[src/sv/vmf_pkg.sv]
package vmf_pkg;

  // Configuration port layout and register indexes.
  localparam int CFG_IDX_W  = 2;
  localparam int CFG_DATA_W = 13;
  localparam logic [CFG_IDX_W-1:0] CFG_IMAGE_WIDTH   = 2'd0;
  localparam logic [CFG_IDX_W-1:0] CFG_IMAGE_HEIGHT  = 2'd1;
  localparam logic [CFG_IDX_W-1:0] CFG_WINDOW_RADIUS = 2'd2;

  // Register field widths and reset values.
  localparam int RAW_W_W = 11;
  localparam int RAW_H_W = 13;
  localparam int R_W     = 3;
  localparam logic [RAW_W_W-1:0] RST_WIDTH  = 11'd640;
  localparam logic [RAW_H_W-1:0] RST_HEIGHT = 13'd480;
  localparam logic [R_W-1:0]     RST_RADIUS = 3'd1;

  // Height saturation and the width of a height or row number.
  localparam int HEIGHT_LIMIT = 4096;
  localparam int H_W          = 13;

  // Window side in pixels fits four bits for a three-bit radius.
  localparam int DIM_W = 4;

  // Pixel packing: blue in the top byte, red in the bottom byte.
  localparam int CH_W  = 8;
  localparam int PIX_W = 3 * CH_W;

  // Distance arithmetic: squared distance, rounded 9.8 root, 24.8 sums.
  localparam int D2_W     = 18;
  localparam int ROOT_W   = 17;
  localparam int SQ_STEPS = 17;
  localparam int SQ_LAT   = SQ_STEPS + 2;
  localparam int SUM_W    = 32;

  // Default sizing of the top level.
  localparam int DEF_MAX_WIDTH  = 1024;
  localparam int DEF_MAX_RADIUS = 4;

  // One slot of the candidate chain.
  typedef struct packed {
    logic             valid;
    logic [PIX_W-1:0] pix;
    logic [SUM_W-1:0] sum;
  } chain_t;

  // A window pixel that travels along the chain to every candidate.
  typedef struct packed {
    logic             valid;
    logic [PIX_W-1:0] pix;
  } probe_t;

  // Controls common to all cells.
  typedef struct packed {
    logic clear;
    logic shift;
  } cell_ctl_t;

endpackage

[src/sv/vmf_sqrt.sv]
module vmf_sqrt (
  input  logic                       clk_i,
  input  logic                       rst_ni,
  input  logic                       in_valid_i,
  input  logic [vmf_pkg::D2_W-1:0]   d2_i,
  output logic                       out_valid_o,
  output logic [vmf_pkg::ROOT_W-1:0] root_o
);
  import vmf_pkg::*;

  localparam int N_W   = 2 * SQ_STEPS;
  localparam int REM_W = ROOT_W + 3;

  logic              v_q [SQ_STEPS+1];
  logic [N_W-1:0]    n_q [SQ_STEPS+1];
  logic [ROOT_W-1:0] q_q [SQ_STEPS+1];
  logic [REM_W-1:0]  r_q [SQ_STEPS+1];
  logic              out_v_q;
  logic [ROOT_W-1:0] root_q;

  // Input stage: the radicand is the squared distance with 16 fraction bits.
  always_ff @(posedge clk_i or negedge rst_ni) begin
    if (!rst_ni) begin
      v_q[0] <= 1'b0;
    end else begin
      v_q[0] <= in_valid_i;
    end
  end

  always_ff @(posedge clk_i) begin
    n_q[0] <= {d2_i, {(N_W-D2_W){1'b0}}};
    q_q[0] <= '0;
    r_q[0] <= '0;
  end

  // One root bit per stage, taken from the next pair of radicand bits.
  for (genvar s = 0; s < SQ_STEPS; s++) begin : g_step
    logic [REM_W-1:0] r2;
    logic [REM_W-1:0] trial;

    always_comb begin
      r2    = {r_q[s][REM_W-3:0], n_q[s][N_W-1 -: 2]};
      trial = REM_W'({q_q[s], 2'b01});
    end

    always_ff @(posedge clk_i or negedge rst_ni) begin
      if (!rst_ni) begin
        v_q[s+1] <= 1'b0;
      end else begin
        v_q[s+1] <= v_q[s];
      end
    end

    always_ff @(posedge clk_i) begin
      n_q[s+1] <= {n_q[s][N_W-3:0], 2'b00};
      if (r2 >= trial) begin
        r_q[s+1] <= r2 - trial;
        q_q[s+1] <= {q_q[s][ROOT_W-2:0], 1'b1};
      end else begin
        r_q[s+1] <= r2;
        q_q[s+1] <= {q_q[s][ROOT_W-2:0], 1'b0};
      end
    end
  end

  // Round to nearest: step up when the remainder exceeds the floor root.
  always_ff @(posedge clk_i or negedge rst_ni) begin
    if (!rst_ni) begin
      out_v_q <= 1'b0;
    end else begin
      out_v_q <= v_q[SQ_STEPS];
    end
  end

  always_ff @(posedge clk_i) begin
    if (r_q[SQ_STEPS] > REM_W'(q_q[SQ_STEPS])) begin
      root_q <= q_q[SQ_STEPS] + ROOT_W'(1);
    end else begin
      root_q <= q_q[SQ_STEPS];
    end
  end

  assign out_valid_o = out_v_q;
  assign root_o      = root_q;

endmodule

[src/sv/vmf_cell.sv]
module vmf_cell (
  input  logic               clk_i,
  input  logic               rst_ni,
  input  vmf_pkg::cell_ctl_t ctl_i,
  input  vmf_pkg::chain_t    chain_i,
  output vmf_pkg::chain_t    chain_o,
  input  vmf_pkg::probe_t    probe_i,
  output vmf_pkg::probe_t    probe_o
);
  import vmf_pkg::*;

  logic              cand_v_q;
  logic [PIX_W-1:0]  cand_pix_q;
  logic [SUM_W-1:0]  sum_q;
  logic              probe_v_q;
  logic [PIX_W-1:0]  probe_pix_q;
  logic              pair_v_q;
  logic [D2_W-1:0]   d2_q;
  logic [D2_W-1:0]   d2_d;
  logic              root_v;
  logic [ROOT_W-1:0] root;

  // Candidate slot: cleared before a window, shifted in and out along the row.
  always_ff @(posedge clk_i or negedge rst_ni) begin
    if (!rst_ni) begin
      cand_v_q <= 1'b0;
    end else if (ctl_i.clear) begin
      cand_v_q <= 1'b0;
    end else if (ctl_i.shift) begin
      cand_v_q <= chain_i.valid;
    end
  end

  always_ff @(posedge clk_i) begin
    if (ctl_i.shift) begin
      cand_pix_q <= chain_i.pix;
    end
    if (ctl_i.clear) begin
      sum_q <= '0;
    end else if (ctl_i.shift) begin
      sum_q <= chain_i.sum;
    end else if (root_v) begin
      sum_q <= sum_q + SUM_W'(root);
    end
  end

  // Probe register, handed to the next cell in the following cycle.
  always_ff @(posedge clk_i or negedge rst_ni) begin
    if (!rst_ni) begin
      probe_v_q <= 1'b0;
    end else begin
      probe_v_q <= probe_i.valid;
    end
  end

  always_ff @(posedge clk_i) begin
    probe_pix_q <= probe_i.pix;
  end

  // Squared color distance between the candidate and the probe.
  always_comb begin
    logic [CH_W-1:0] ad;
    d2_d = '0;
    for (int c = 0; c < 3; c++) begin
      if (cand_pix_q[c*CH_W +: CH_W] > probe_pix_q[c*CH_W +: CH_W]) begin
        ad = cand_pix_q[c*CH_W +: CH_W] - probe_pix_q[c*CH_W +: CH_W];
      end else begin
        ad = probe_pix_q[c*CH_W +: CH_W] - cand_pix_q[c*CH_W +: CH_W];
      end
      d2_d = d2_d + D2_W'(ad) * D2_W'(ad);
    end
  end

  always_ff @(posedge clk_i or negedge rst_ni) begin
    if (!rst_ni) begin
      pair_v_q <= 1'b0;
    end else begin
      pair_v_q <= probe_v_q && cand_v_q;
    end
  end

  always_ff @(posedge clk_i) begin
    d2_q <= d2_d;
  end

  vmf_sqrt u_sqrt (
    .clk_i       (clk_i),
    .rst_ni      (rst_ni),
    .in_valid_i  (pair_v_q),
    .d2_i        (d2_q),
    .out_valid_o (root_v),
    .root_o      (root)
  );

  assign chain_o.valid = cand_v_q;
  assign chain_o.pix   = cand_pix_q;
  assign chain_o.sum   = sum_q;
  assign probe_o.valid = probe_v_q;
  assign probe_o.pix   = probe_pix_q;

endmodule

[config.mk]
export PLATFORM = sky130hd
export DESIGN_NAME = vmf_cell
export DESIGN_NICKNAME = d
export VERILOG_FILES = /design/src/sv/vmf_pkg.sv /design/src/sv/vmf_sqrt.sv /design/src/sv/vmf_cell.sv
export SDC_FILE = /design/constraint.sdc
export NUM_CORES = 2
export LEC_CHECK = 0
export ABC_AREA = 1
export BUFFER_PORTS_ARGS = -buffer_cell sky130_fd_sc_hd__clkbuf_2
export CORE_ASPECT_RATIO = 1.2
export CORE_MARGIN = 5
export CORE_UTILIZATION = 55
export DETAILED_ROUTE_END_ITERATION = 8
export PLACE_DENSITY = 0.72
export SKIP_CTS_REPAIR_TIMING = 1
export SLEW_MARGIN = 20
export SYNTH_ARGS = -nofsm -noshare
export SYNTH_HDL_FRONTEND = slang
export SYNTH_SLANG_ARGS = --single-unit
export TNS_END_PERCENT = 100
[constraint.sdc]
create_clock -name clk_i -period 7.9 [get_ports clk_i]
set_input_delay 0.79 -clock clk_i [delete_from_list [all_inputs] [get_ports clk_i]]
set_output_delay 0.79 -clock clk_i [all_outputs]
set_load 0.005 [all_outputs]
==> metrics.md <==
| Metric | Value |
|---|---|
| Status | complete, no violations |
| Dpl hpwl | between 60,000 and 70,000 um |
| RSZ-0062 raised after global routing | false |
| Count of input and output buffers | around 170 |
| Critical path endpoint category | flop |
| Top cell type's share of synthesized area | 0.327 |
| Layout area overhead | 10.5% |
| Startpoint Class | flop |
| Initial antenna violation count | 0 |
| FF/Latch Area | 13,600 sq um |
| Clock tree root buffer cell | clkbuf_16 |
| Multi-input logic area | 20,500 sq um |
| Sink Count | between 600 and 700 |
| Worst path most repeated cell | fa_1 |
| Compound-cell area share of the yosys netlist | 0.102 |
| Worst slew pin tran | a little over 0.9 ns |
| Met3 routed WL | about 3500 um |
| Buf+Inv Stages, Crit Path | 7 |
| Synth async-reset ratio | 0.0333 |
| Synth Flop Type | dfxtp_1 |
| Cells after Synth | 4,717 |
| Placer's final routability congestion estimate | just over 0.9 |
| Slowest stage delay, CP | 0.57 ns |
| Final WL | about 86,000 um |
| Largest family of logic cells by synthesized area | simple AND/OR/NAND/NOR gates |
| Rows | around 110 |
| Top cells by area, synth | dfxtp_1 (33%), ha_1 (11%), nand2_1 (9.4%) |
| Met2 WL | ~44,000 um |
| Fin. Hold Viols | 0 |
| Filler cells | about 6,200 |
| Vias | 29,900 |
| Global-route wire length before repair | approximately 140,000 um |
| WP data required | ~8.4 ns |
| Setup TNS | 0 ns |
| DRT iter0 DRCs | approximately 1,600 |
| Post-Syn Area | 37,600 sq um |
| Initial Util | 0.552 |
| Sequential fraction of the synthesis area | 0.361 |
| Share of layout cells above drive strength 1 | 0.0874 |
| H-tree depth | 3 |
| Die Ht | just under 300 um |
| Largest net degree at the start of global routing | 61 |
| Adder-cell share of the synthesized area | 0.184 |
| DIE WIDTH | around 250 um |
| Post-synth net total | about 5,300 |
| Hold Path Class | in -> async |
| Most common cell after layout, fill and taps aside | nand2_1 |
| Final worst slack | between 0.4 and 0.5 ns |
| DRC violations left | 0 |
| Antenna viol nets, final | 0 |
| EDFF count, synth | 24 |
| Pre-CTS setup slack | approximately 0.38 ns |
| Reg2reg setup slack | between 0.4 and 0.5 ns |
| Synth unique cells | between 60 and 70 |
| Max cap viols | 0 |
| Met1 WL | approximately 35,000 um |
| Yosys top cell by area | dfxtp_1 |
| Setup-failing EPs final | 0 |
| Avg Inst Size Synth | approximately 8 sq um |
| Flops & latches, synth | 660 |
| CTS tree | done |
| DR vias/cell | around 5 |
| Critical path type | reg -> reg |
| Crit Path Max Fanout | 9 |
| F_max | 135 MHz |
| Final #Nets | about 5,400 |
| Routed length per instance | ~15 um |
| Arrival time worst endpoint | around 7.9 ns |
| Skew-Pair Late Insertion Delay | between 0.6 and 0.7 ns |
| Slowest cell on crit path | fa_1 |
| XOR/XNOR Fraction of Synth Area | 0.0501 |
| Grt ovf | 0 |
| Most frequent cells in the layout | nand2_1 (946), inv_1 (805), dfxtp_1 (614) |
| Final Max Slew Viols | 0 |
| Critical path depth in cells | 31 |
| Clock transition at the registers of the reported paths | ~0.06 ns |
| Multiplexer area fraction after synthesis | 0 |
| CTS buffer count | 69 |
| Period minus WS final | ~7.4 ns |
| Cells on worst reg2reg path | 31 |
| Vias in the first global route | 30,100 |
| Syn. warnings | 0 |
| Cell family with most CP delay | adder cells |
| Simple-gate portion of the synthesized area | 0.209 |
| DR pass1 iterations | 6 |
| Max Used Layer | met4 |
| IO Count | 168 |
| Post-route clock period utilization | 0.940 |
| GRT Total Usage | 0.233 |
| Core area | about 68,000 sq um |
| Clk_skew | approximately 0.026 ns |
| CTS max path bufs | 3 |
| Die area | ~74,000 sq um |
| Max-slew headroom | 0.378 |
[final cells by class]
cell class,instances,area share
Inverter,825,0.0747
Clock buffer,88,0.0450
Tap cell,909,0.0274
Multi-Input combinational cell,3172,0.494
Timing Repair Buffer,171,0.0209
Clock inverter,36,0.0114
Sequential cell,660,0.327
Antenna cell,2,0.000121
[per-stage QoR]
step / util / hold WS (ns) / instance area [sq um] / std cells
after floorplan: - / 0.310 / 37600 / 4717
after global placement: 0.576 / 0.310 / 39200 / 5737
after detailed placement: 0.576 / 0.312 / 39200 / 5737
after CTS: 0.610 / 0.113 / 41500 / 5861
after global routing: 0.610 / 0.150 / 41500 / 5861
final: 0.610 / 0.130 / 41500 / 5863
[cell usage after synthesis (all sizes together) (2+ instances only)]
| library cell | number |
|---|---|
| a211oi | 4 |
| a21boi | 20 |
| a21o | 18 |
| a21oi | 311 |
| a22oi | 23 |
| a31o | 2 |
| a31oi | 20 |
| and2 | 2 |
| and3 | 4 |
| buf | 48 |
| clkbuf | 12 |
| dfrtp | 22 |
| dfxtp | 614 |
| edfxtp | 24 |
| fa | 148 |
| ha | 316 |
| inv | 824 |
| nand2 | 975 |
| nand3 | 248 |
| nand3b | 20 |
| nand4 | 58 |
| nor2 | 406 |
| nor3 | 59 |
| nor3b | 3 |
| nor4 | 9 |
| o211ai | 15 |
| o21a | 8 |
| o21ai | 234 |
| o21bai | 13 |
| o31ai | 8 |
| or2 | 29 |
| xnor2 | 84 |
| xor2 | 130 |
[layer usage]
metal  vias up  track usage
met1     13700        0.271
met5         -            0
li1      15400            -
met2       598        0.438
met4         0       0.0856
met3       187       0.0321
[sequential cells by signal, indices dropped and copies added, names as in the netlist, 17 cells and up]
name,cells
u_sqrt.q_q,153
u_sqrt.n_q,90
u_sqrt.v_q,18
u_sqrt.r_q,280
u_sqrt.root_o,17
cand_pix_q,24
probe_pix_q,24
d2_q,18
sum_q,32
[logic make-up after synthesis]
group                      after synthesis
adders and majority gates              464
and+or+nand+nor                       1814
other                                    1
buffers and inverters                  885
DFF                                    660
AOI/OAI and AO/OA                      679
xor gates and xnor gates               214
[final timing paths]
| kind | from | to |
|---|---|---|
| max in group asynchronous | rst_ni | u_sqrt.v_q[9]$_DFF_PN0_ |
| min in group clk_i | probe_i[15] | probe_pix_q[15]$_DFF_P_ |
| setup / recovery | cand_pix_q[16]$_DFFE_PP_ | d2_q[14]$_DFF_P_ |
| hold reg to reg | u_sqrt.n_q[4][22]$_DFF_P_ | u_sqrt.n_q[5][24]$_DFF_P_ |
| setup reg to reg | cand_pix_q[16]$_DFFE_PP_ | d2_q[14]$_DFF_P_ |
| hold / removal | rst_ni | probe_v_q$_DFF_PN0_ |
Power is left out: the tool's default activity adds up to more than one toggle a clock period on the data nets, which glitch-free logic cannot reach.
